[src/sv/scec_pkg.sv]
// shared types and constants for the segment cell edge crossing block
package scec_pkg;

    localparam int FRAC_BITS = 16;
    localparam int DIFF_W    = 33;
    localparam int QUO_W     = FRAC_BITS;
    localparam int NUM_CELLS = FRAC_BITS;

    typedef enum logic [1:0]
    {
        SIDE_LEFT   = 2'd0,
        SIDE_RIGHT  = 2'd1,
        SIDE_BOTTOM = 2'd2,
        SIDE_TOP    = 2'd3
    } side_t;

    typedef struct packed
    {
        logic signed [31:0] start_x;
        logic signed [31:0] start_y;
        logic signed [31:0] end_x;
        logic signed [31:0] end_y;
        logic signed [31:0] cell_min_x;
        logic signed [31:0] cell_min_y;
        logic signed [31:0] cell_max_x;
        logic signed [31:0] cell_max_y;
        logic signed [31:0] start_curvature;
        logic signed [31:0] end_curvature;
        logic        [15:0] source_tag;
    } seg_in_t;

    typedef struct packed
    {
        logic        [1:0]  edge_side;
        logic signed [31:0] cross_x;
        logic signed [31:0] cross_y;
        logic        [16:0] fraction;
        logic signed [31:0] cross_curvature;
        logic        [15:0] owner_tag;
        logic               last;
    } cross_out_t;

    // one crossing job travelling down the divider chain
    typedef struct packed
    {
        logic                     valid;
        logic [1:0]               side;
        logic                     is_last;
        logic                     sat;
        logic [FRAC_BITS:0]       sat_val;
        logic [DIFF_W-1:0]        den;
        logic [DIFF_W:0]          rem;
        logic [QUO_W-1:0]         quo;
        logic signed [31:0]       grid;
        logic signed [31:0]       s_other;
        logic signed [31:0]       e_other;
        logic signed [31:0]       cs;
        logic signed [31:0]       ce;
        logic [15:0]              tag;
    } job_t;

endpackage

[src/sv/scec_div_cell.sv]
// one restoring division step of the alpha divider chain
module scec_div_cell
(
    input  logic          clk,
    input  logic          rst_n,
    input  logic          hold,
    input  scec_pkg::job_t job_in,
    output scec_pkg::job_t job_out
);
    import scec_pkg::*;

    logic               valid_reg;
    job_t               job_reg;
    job_t               job_next;
    logic [DIFF_W+1:0]  trial;
    logic [DIFF_W:0]    shifted;

    always_comb
    begin
        job_next = job_in;
        shifted  = {job_in.rem[DIFF_W-1:0], 1'b0};
        trial    = {1'b0, shifted} - {2'b00, job_in.den};
        if (!trial[DIFF_W+1])
        begin
            job_next.rem = trial[DIFF_W:0];
            job_next.quo = {job_in.quo[QUO_W-2:0], 1'b1};
        end
        else
        begin
            job_next.rem = shifted;
            job_next.quo = {job_in.quo[QUO_W-2:0], 1'b0};
        end
    end

    always_ff @(posedge clk or negedge rst_n)
    begin
        if (!rst_n)
        begin
            valid_reg <= 1'b0;
        end
        else if (!hold)
        begin
            valid_reg <= job_next.valid;
        end
    end

    always_ff @(posedge clk)
    begin
        if (!hold)
        begin
            job_reg <= job_next;
        end
    end

    always_comb
    begin
        job_out       = job_reg;
        job_out.valid = valid_reg;
    end

endmodule

[config.mk]
export PLATFORM = sky130hd
export DESIGN_NAME = scec_div_cell
export DESIGN_NICKNAME = d
export VERILOG_FILES = /design/src/sv/scec_pkg.sv /design/src/sv/scec_div_cell.sv
export SDC_FILE = /design/constraint.sdc
export NUM_CORES = 1
export LEC_CHECK = 0
export ABC_AREA = 1
export BUFFER_PORTS_ARGS = -buffer_cell sky130_fd_sc_hd__buf_2
export CORE_AREA = 3 3 218 220
export CTS_CLUSTER_SIZE = 8
export DETAILED_ROUTE_END_ITERATION = 10
export DIE_AREA = 0 0 221 223
export PLACE_DENSITY_LB_ADDON = 0.15
export RECOVER_POWER = 100
export SETUP_SLACK_MARGIN = 0.05
export SYNTH_ARGS = -nofsm -noshare
export SYNTH_HDL_FRONTEND = slang
export SYNTH_SLANG_ARGS = --single-unit
[constraint.sdc]
create_clock -name clk -period 2.2 [get_ports clk]
set_clock_uncertainty 0.15 [all_clocks]
set_input_delay 0.22 -clock clk [delete_from_list [all_inputs] [get_ports clk]]
set_output_delay 0.22 -clock clk [all_outputs]
set_load 0.05 [all_outputs]
==> summary.md <==
| Metric | Value |
|---|---|
| Clock net sink count | 281 |
| Die area | 49300 sq um |
| PortBufs | 562 |
| Most used routing layer | met2 |
| Drt pass-1 iters | 5 |
| Non-filler cells, final | 2491 |
| DRC | 0 |
| Clock-pin slew on the worst setup and hold paths | 0.05 ns |
| TritonCTS clock tree | done |
| Hold endpoint | job_out[193]$_DFFE_PN_ |
| Synthesized netlist cell count | 907 |
| Max Root-Sink Buffers | 3 |
| Mapped cell area | 11400 sq um |
| Distinct cells, synth | 30 |
| Max reg flops | 280 |
| Cell area power density | 833 nW/um^2 |
| Synth warnings | 0 |
| Worst hold path startpoint | job_in[192] |
| Critical Path End Type | register |
| Die Ht | 223 um |
| Initial DRC count | 452 |
| CTS buffer count | 41 |
| Final Util | 42.2% |
| Count of final setup violators | 0 |
| Hold path cells | 4 |
| Status | finished, final reports clean |
| # placed instances | 2161 |
| Hold WC Path Type | input pin to register |
| Hold_ws | 0.0877 ns |
| Crit path time final | 2.05 ns |
| Gr ovfl total | 0 |
| Detailed Route WL | 45.9 mm |
| H-Tree Depth | 2 |
| Critical Path Fanout Max | 16 |
| Clock tree root driver cell | clkbuf_16 |
| IO Pins | 565 |
| Layout Area Growth over Synthesis | 68.0% |
| Final slew viol count | 0 |
| Critical Path RT | 2.32 ns |
| GRT met1 Usage | 19.7% |
| Met2 usage | 32.7% |
| Reg-to-reg endpoint | valid_reg$_DFFE_PN0N_ |
| Core area | 45500 sq um |
| Syn Nets | 1224 |
| Worst r2r path cells | 3 |
| Commonest non-fill, non-tap cell in the layout | clkbuf_1 |
| Slew margin rel. | 1.29% |
| Layout cells sized above 1 | 22.0% |
| VDD IR max | 0.470 mV |
| Hold Vio Cnt, Final | 0 |
| Final period utilization | 93.1% |
| Row count | 78 |
| Vias | 10200 |
| Nets | 2202 |
| Later-pin clock latency in the skew report | 0.52 ns |
| Commonest non-fill, non-tap cells in the layout | clkbuf_1 (314), nand2_1 (283), dlygate4sd3_1 (281) |
| Antenna-violating nets left | 0 |
| Routability cong. | 0.876 |
| Syn Area/Cell | 12.6 sq um |
| Number of synthesized register bits | 281 |
| Setup TNS | 0 ns |
| Worst Max-Slew Pin Slew | 1.48 ns |
| MaxCap Viol Count | 0 |
| Initial antenna violation count | 5 |
| RSZ-0062 raised after global routing | no |
| Sequential fraction of the synthesis area | 73.9% |
| Critical path class | input pin to register |
| Worst r2r src | valid_reg$_DFFE_PN0N_ |
| DR vias/cell | 4.08 |
| Hpwl dp | 35.2 mm |
| Largest net degree at the start of global routing | 104 |
| GRT Total Usage | 18.1% |
| Lkg Pwr | 8.27 nW |
| First-pass GRT wire length | 67.5 mm |
| Wire length per cell | 18.4 um |
| Starting Density | 25.1% |
| M3 GR Usage | 4.74% |
| Internal reg-to-reg setup slack | 0.91 ns |
| CP Launch Type | input pin |
| Peak Freq | 488 MHz |
| Vias in the first global route | 10800 |
| Die W | 221 um |
| Crit path DAT | 2.17 ns |
==> final cells by class <==
type	count	area, sq um
fillers	4627	26300
flip-flops and latches	281	8430
repair buffers	942	6000
multi-input cells	488	2440
clock buffers	44	1040
well taps	600	751
inverters	131	495
clock inverters	4	25.0
diodes	1	2.50
==> power breakdown <==
part           leakage (nW)  switching [W]  internal [W]  total, W
logic                  5.00        0.00281       0.00114   0.00395
clock network         0.521        0.00216       0.00329   0.00545
registers              2.75       0.000125       0.00646   0.00658
total                  8.27        0.00510        0.0109    0.0160
==> per-layer routing <==
metal	part of all wire, %	vias to the layer above	routed length (um)
met1	37	4714	17000
met5	0.098	-	45
li1	-	4982	-
met4	4.5	8	2070
met2	52	369	24000
met3	6.0	87	2760
==> cell families (layout without fill, tap and decap cells) <==
family / count (synthesis) / in the layout / synth area share (%)
AND/OR/NAND/NOR: 401 / 401 / 14.4
flip-flops: 281 / 281 / 73.9
other: 0 / 1 / 0
adder cells (fa/ha/maj): 33 / 33 / 3.68
AO/OA/AOI/OAI: 38 / 38 / 1.89
buffers and inverters: 138 / 1121 / 4.89
XOR/XNOR: 16 / 16 / 1.23
==> worst max-delay path: stages <==
cell	delay, ns
dlygate4sd3_1	0.52
buf_2	0.11
inv_1	0.06
ha_4	0.29
nand3_1	0.11
clkbuf_4	0.15
o21ai_0	0.17
nor2_1	0.10
nand2_4	0.11
inv_4	0.05
buf_6	0.16
nand2_1	0.07
nand2_1	0.05
==> cell usage after synthesis <==
library cell	number	area share (%)
inv_2	7	0.23
and2_1	2	0.11
xnor2_1	2	0.15
ha_1	32	3.5
dfrtp_1	1	0.22
buf_4	4	0.26
nand2_2	5	0.27
nand4_1	2	0.11
nor3_1	9	0.39
o21ai_1	3	0.13
a21oi_1	22	0.96
edfxtp_1	280	74
nor3_2	1	0.088
nand2_1	286	9.4
inv_4	1	0.055
nand3_1	31	1.4
a21boi_0	1	0.066
inv_1	123	4.0
o21ai_0	4	0.18
xor2_1	14	1.1
buf_6	3	0.30
nand2_4	1	0.099
nor2_1	48	1.6
nor4_1	4	0.22
nor2_2	1	0.055
nand3b_1	10	0.66
nand3_2	1	0.088
a21oi_2	2	0.15
fa_1	1	0.18
o21bai_1	6	0.39
==> how the worst max path moves through the flow <==
stage | startpoint | to | depth (start not counted)
floorplan | hold | job_out[0]$_DFFE_PN_ | 1
global placement | job_in[246] | job_out[221]$_DFFE_PN_ | 14
detailed placement | job_in[231] | job_out[219]$_DFFE_PN_ | 14
CTS | job_in[226] | job_out[219]$_DFFE_PN_ | 15
global route | job_in[258] | job_out[199]$_DFFE_PN_ | 13
finish | job_in[258] | job_out[215]$_DFFE_PN_ | 13
==> metrics by stage <==
step	cell area, sq um	setup slack (ns)	power [W]
floorplan	11400	-2.68	0.00909
global placement	15700	-0.137	0.0104
detailed placement	15700	-0.119	0.0104
CTS	19600	0.139	0.0164
global route	19200	0.0434	0.0167
finish	19200	0.152	0.0160
==> timing repair <==
item                       4_1_cts  5_1_grt
hold buffers                   281        0
resized for setup                0        5
hold endpoints to repair       279        0
setup buffers                    0        0
setup endpoints to repair        0       22
Note: power is estimated with default switching activity, not from simulation.
