<file path="config.mk">
export PLATFORM = sky130hd
export DESIGN_NAME = scec_lerp
export DESIGN_NICKNAME = d
export VERILOG_FILES = /design/src/sv/scec_pkg.sv /design/src/sv/scec_lerp.sv
export SDC_FILE = /design/constraint.sdc
export NUM_CORES = 2
export LEC_CHECK = 0
export BUFFER_PORTS_ARGS = -buffer_cell sky130_fd_sc_hd__buf_2
export CORE_ASPECT_RATIO = 0.7
export CORE_MARGIN = 3
export CORE_UTILIZATION = 42
export DETAILED_ROUTE_END_ITERATION = 10
export GPL_TIMING_DRIVEN = 0
export PLACE_DENSITY = 0.71
export SLEW_MARGIN = 10
export SYNTH_ARGS = -nofsm -noshare
export SYNTH_HDL_FRONTEND = slang
export SYNTH_SLANG_ARGS = --single-unit
</file>
<file path="constraint.sdc">
create_clock -name clk -period 3.3 [get_ports clk]
set_input_delay 0.66 -clock clk [delete_from_list [all_inputs] [get_ports clk]]
set_output_delay 0.66 -clock clk [all_outputs]
set_load 0.005 [all_outputs]
</file>
<file path="src/sv/scec_pkg.sv">
// shared types and constants for the segment cell edge crossing block
package scec_pkg;

    localparam int FRAC_BITS = 16;
    localparam int DIFF_W    = 33;
    localparam int QUO_W     = FRAC_BITS;
    localparam int NUM_CELLS = FRAC_BITS;

    typedef enum logic [1:0]
    {
        SIDE_LEFT   = 2'd0,
        SIDE_RIGHT  = 2'd1,
        SIDE_BOTTOM = 2'd2,
        SIDE_TOP    = 2'd3
    } side_t;

    typedef struct packed
    {
        logic signed [31:0] start_x;
        logic signed [31:0] start_y;
        logic signed [31:0] end_x;
        logic signed [31:0] end_y;
        logic signed [31:0] cell_min_x;
        logic signed [31:0] cell_min_y;
        logic signed [31:0] cell_max_x;
        logic signed [31:0] cell_max_y;
        logic signed [31:0] start_curvature;
        logic signed [31:0] end_curvature;
        logic        [15:0] source_tag;
    } seg_in_t;

    typedef struct packed
    {
        logic        [1:0]  edge_side;
        logic signed [31:0] cross_x;
        logic signed [31:0] cross_y;
        logic        [16:0] fraction;
        logic signed [31:0] cross_curvature;
        logic        [15:0] owner_tag;
        logic               last;
    } cross_out_t;

    // one crossing job travelling down the divider chain
    typedef struct packed
    {
        logic                     valid;
        logic [1:0]               side;
        logic                     is_last;
        logic                     sat;
        logic [FRAC_BITS:0]       sat_val;
        logic [DIFF_W-1:0]        den;
        logic [DIFF_W:0]          rem;
        logic [QUO_W-1:0]         quo;
        logic signed [31:0]       grid;
        logic signed [31:0]       s_other;
        logic signed [31:0]       e_other;
        logic signed [31:0]       cs;
        logic signed [31:0]       ce;
        logic [15:0]              tag;
    } job_t;

endpackage

</file>
<file path="src/sv/scec_lerp.sv">
// interpolation stages and output register for one finished crossing
module scec_lerp
(
    input  logic                  clk,
    input  logic                  rst_n,
    input  logic                  hold,
    input  scec_pkg::job_t        job_in,
    output logic                  out_valid,
    output scec_pkg::cross_out_t  out_item
);
    import scec_pkg::*;

    logic [FRAC_BITS:0]   alpha;
    logic signed [32:0]   d_pos;
    logic signed [32:0]   d_crv;
    logic signed [50:0]   p_pos;
    logic signed [50:0]   p_crv;

    logic                 v1_reg;
    logic [1:0]           side1_reg;
    logic                 last1_reg;
    logic [FRAC_BITS:0]   alpha1_reg;
    logic signed [31:0]   grid1_reg;
    logic signed [31:0]   so1_reg;
    logic signed [31:0]   cs1_reg;
    logic [15:0]          tag1_reg;
    logic signed [50:0]   ppos1_reg;
    logic signed [50:0]   pcrv1_reg;

    logic                 v2_reg;
    cross_out_t           out_reg;
    cross_out_t           out_next;
    logic signed [32:0]   other_sum;
    logic signed [32:0]   crv_sum;

    assign alpha = job_in.sat ? job_in.sat_val : {1'b0, job_in.quo};
    assign d_pos = 33'(job_in.e_other) - 33'(job_in.s_other);
    assign d_crv = 33'(job_in.ce) - 33'(job_in.cs);
    assign p_pos = 51'(d_pos) * $signed({1'b0, alpha});
    assign p_crv = 51'(d_crv) * $signed({1'b0, alpha});

    always_ff @(posedge clk or negedge rst_n)
    begin
        if (!rst_n)
        begin
            v1_reg <= 1'b0;
            v2_reg <= 1'b0;
        end
        else if (!hold)
        begin
            v1_reg <= job_in.valid;
            v2_reg <= v1_reg;
        end
    end

    always_ff @(posedge clk)
    begin
        if (!hold)
        begin
            side1_reg  <= job_in.side;
            last1_reg  <= job_in.is_last;
            alpha1_reg <= alpha;
            grid1_reg  <= job_in.grid;
            so1_reg    <= job_in.s_other;
            cs1_reg    <= job_in.cs;
            tag1_reg   <= job_in.tag;
            ppos1_reg  <= p_pos;
            pcrv1_reg  <= p_crv;
            out_reg    <= out_next;
        end
    end

    // arithmetic shift of a signed product is floor division by 2^FRAC_BITS
    assign other_sum = 33'(so1_reg) + 33'(ppos1_reg >>> FRAC_BITS);
    assign crv_sum   = 33'(cs1_reg) + 33'(pcrv1_reg >>> FRAC_BITS);

    always_comb
    begin
        out_next.edge_side       = side1_reg;
        out_next.fraction        = 17'(alpha1_reg);
        out_next.cross_curvature = crv_sum[31:0];
        out_next.owner_tag       = tag1_reg;
        out_next.last            = last1_reg;
        if (side1_reg == SIDE_LEFT || side1_reg == SIDE_RIGHT)
        begin
            out_next.cross_x = grid1_reg;
            out_next.cross_y = other_sum[31:0];
        end
        else
        begin
            out_next.cross_x = other_sum[31:0];
            out_next.cross_y = grid1_reg;
        end
    end

    assign out_valid = v2_reg;
    assign out_item  = out_reg;

endmodule
</file>
==> impl_metrics.py <==
metrics = {
    "logic_synthesis": {
        "synth.distinct_cells": 90,
        "synthMuxAreaShare_pct": 0.9999,
        "synth_top_area_share_pct": 38.31,
        "ys_top_cells_by_area": "fa_1 38%, edfxtp_1 18%, inv_1 9.3%",
        "yosysTopAreaCell": "fa_1",
        "syn-cell-area_mm2": 0.05393,
        "synthFlopType": "edfxtp_1",
        "synth_edf_count": 328,
        "syn_avg_cell_area_um2": 9.473,
        "synth-xor-area-share_pct": 3.466,
        "synth_warnings": 0,
        "synth.top_cells.by_count": "1341 x inv_1, 1032 x fa_1, 651 x nor2_1",
        "synthSimpleGateAreaFrac_pct": 12.74,
        "synthAdderAreaFrac_pct": 46.34,
        "synth_top_family_by_area": "adder cells",
        "synth_compound_area_share_pct": 7.139,
        "async_reset_ff_share_pct": 0.6061,
        "synth_cells": 5693,
        "synth_seq_area_share_pct": 18.36,
        "syn_nets": 7355,
        "yosysMostFrequentCell": "inv_1",
        "ys_ff_latch": 330,
    },
    "sta": {
        "fin_ws_ns": -4.996,
        "tightest_slew_ns": 1.402,
        "rsz0062_at_grt": "true",
        "setup_viol": 65,
        "layout_worst_path_cycle_share_pct": 251.4,
        "hold_viol": 0,
        "fmax_ghz": 0.1205,
        "finalMaxSlewViolations": 0,
        "maxSlewHeadroom_pct": 6.533,
        "tns_ns": -283.77,
        "fin_skew_ns": 0.06632,
        "period_needed_ns": 8.296,
    },
    "die": {
        "coreArea_mm2": 0.1268,
        "die_area_mm2": 0.1328,
        "boundaryPins": 417,
        "start_util_pct": 42.52,
        "rows": 109,
        "die_h_um": 305.8,
        "fp.dieW_um": 434.3,
    },
    "run": {
        "cap_violations": 0,
    },
    "clocking": {
        "clock_latency_ns": 0.65,
        "h-tree-depth": 2,
        "cts_tree": "done",
        "cts_root_buf": "clkbuf_16",
        "clock-sinks": 330,
        "cts_max_path_buffers": 3,
        "cts_made_buffers": 39,
        "path_clk_slew_ns": 0.06,
    },
    "cells_and_area": {
        "final_core_util_pct": 51.97,
        "final_cells": 8049,
        "drive_gt1_share_pct": 21.72,
        "fin_nets": 7999,
        "largest_reg_flops": 132,
        "seq_area_mm2": 0.009899,
        "area_growth_pct": 22.23,
        "multiInputGateArea_mm2": 0.04184,
        "n_fill_cell": 11259,
    },
    "place": {
        "port_buffers": 348,
        "place_ws_ns": -7.279,
        "place_inst": 7718,
        "dp_hpwl_um": 142400,
        "place.gp.congestion": 0.9833,
    },
    "global_routing": {
        "grt_pass1_vias": 45233,
        "grtUsageTotal_pct": 27.01,
        "grt_pass1_wl_um": 270400,
        "antenna_found_initial": 23,
        "grt_max_degree": 41,
        "grt_overflow": 0,
    },
    "critical_path": {
        "path_common_cell": "fa_1",
        "worstPathRequired_ns": 3.72,
        "critPathSlowestCell": "fa_2",
        "startpoint_type": "primary input",
        "worstPathArrival_ns": 8.71,
        "max_stage_delay_ns": 0.56,
        "path_class": "primary input to flip-flop",
        "end_kind": "flip-flop",
        "critPathMaxFanout": 8,
    },
    "drt": {
        "firstDrtPassIters": 8,
        "ant_nets": 0,
        "vias": 43508,
        "wl_per_cell_um": 22.27,
        "drtIter0Drc": 4322,
        "vias_per_cell": 5.405,
        "drc_errors": 0,
        "wl_um": 179200,
    },
    "outcome": {
        "violations": "negative setup slack",
        "status": "finished, violations left",
    },
    "min_path": {
        "hold_path_class": "primary input to flip-flop",
    },
}
[stage by stage]
stage	hold WS [ns]	area, µm²
final	0.1847	65920
after global routing	0.1724	65900
after CTS	0.1563	64540
after detailed placement	0.4045	59350
after global placement	0.4002	59080
after floorplan	0.3644	55260
[repair_timing]
| action | in CTS | in global routing |
|---|---|---|
| endpoints found under the hold margin | 2 | 0 |
| gates resized for setup | 523 | 201 |
| setup buffers | 183 | 71 |
| gates cloned | 1 | 0 |
| hold buffers | 1 | 0 |
| setup endpoints to repair | 102 | 87 |
| pin swaps | 186 | 146 |
[logic make-up after synthesis]
| kind of cell | count (synthesis) |
|---|---|
| muxes | 50 |
| and+or+nand+nor | 1597 |
| AOI/OAI and AO/OA | 559 |
| DFF | 330 |
| buffers and inverters | 1568 |
| xor gates and xnor gates | 211 |
| adders and majority gates | 1378 |
[final cells by class]
cell class,count,area share [%]
inverter,1346,7.761
multi-input combinational,3795,63.47
timing repair buffer,613,6.478
buffer,212,2.065
clock inverter,27,0.4688
sequential,330,15.02
tap,1665,3.160
clock buffer,45,1.515
antenna,16,0.06074
[per-layer routing]
layer	GRT usage [%]	up-vias	share of wire, %
met4	9.855	18	4.4
met3	8.115	493	12
li1	-	18812	-
met1	36.67	21984	39
met5	0.5346	-	0.12
met2	40.92	2201	44
[cell usage in the layout, fill, tap and decap left out, types with 78 or more instances in the layout]
master / count
a21o_1: 78
fa_1: 992
nand2_1: 554
buf_4: 210
buf_2: 349
nor2_1: 614
clkbuf_1: 97
xnor2_1: 101
edfxtp_1: 328
inv_1: 1284
ha_1: 278
[worst max-delay path: cells and delay by family]
| family | cells | cell delay, ns |
|---|---|---|
| adder cells (fa/ha/maj) | 9 | 3.69 |
| AO/OA/AOI/OAI | 15 | 2.96 |
| AND/OR/NAND/NOR | 4 | 0.70 |
| buffers and inverters | 7 | 0.63 |
| XOR/XNOR | 1 | 0.07 |
[path summary, 6_finish.rpt]
| check | start | endpoint | slack, ns | depth (start not counted) |
|---|---|---|---|---|
| worst max register to register | cs1_reg[15] | out_item[47] | -0.07 | 11 |
| worst max-delay path | job_in[48] | pcrv1_reg[46] | -5.00 | 36 |
| min in group asynchronous | rst_n | v1_reg | 0.36 | 2 |
| worst min register to register | alpha1_reg[5] | out_item[54] | 0.42 | 0 |
| max in group asynchronous | rst_n | out_valid | 2.84 | 2 |
| worst min-delay path | job_in[70] | cs1_reg[22] | 0.18 | 1 |
Power is not shown: default switching activity piles up to over one toggle a cycle in this logic, so the estimate is an artifact.
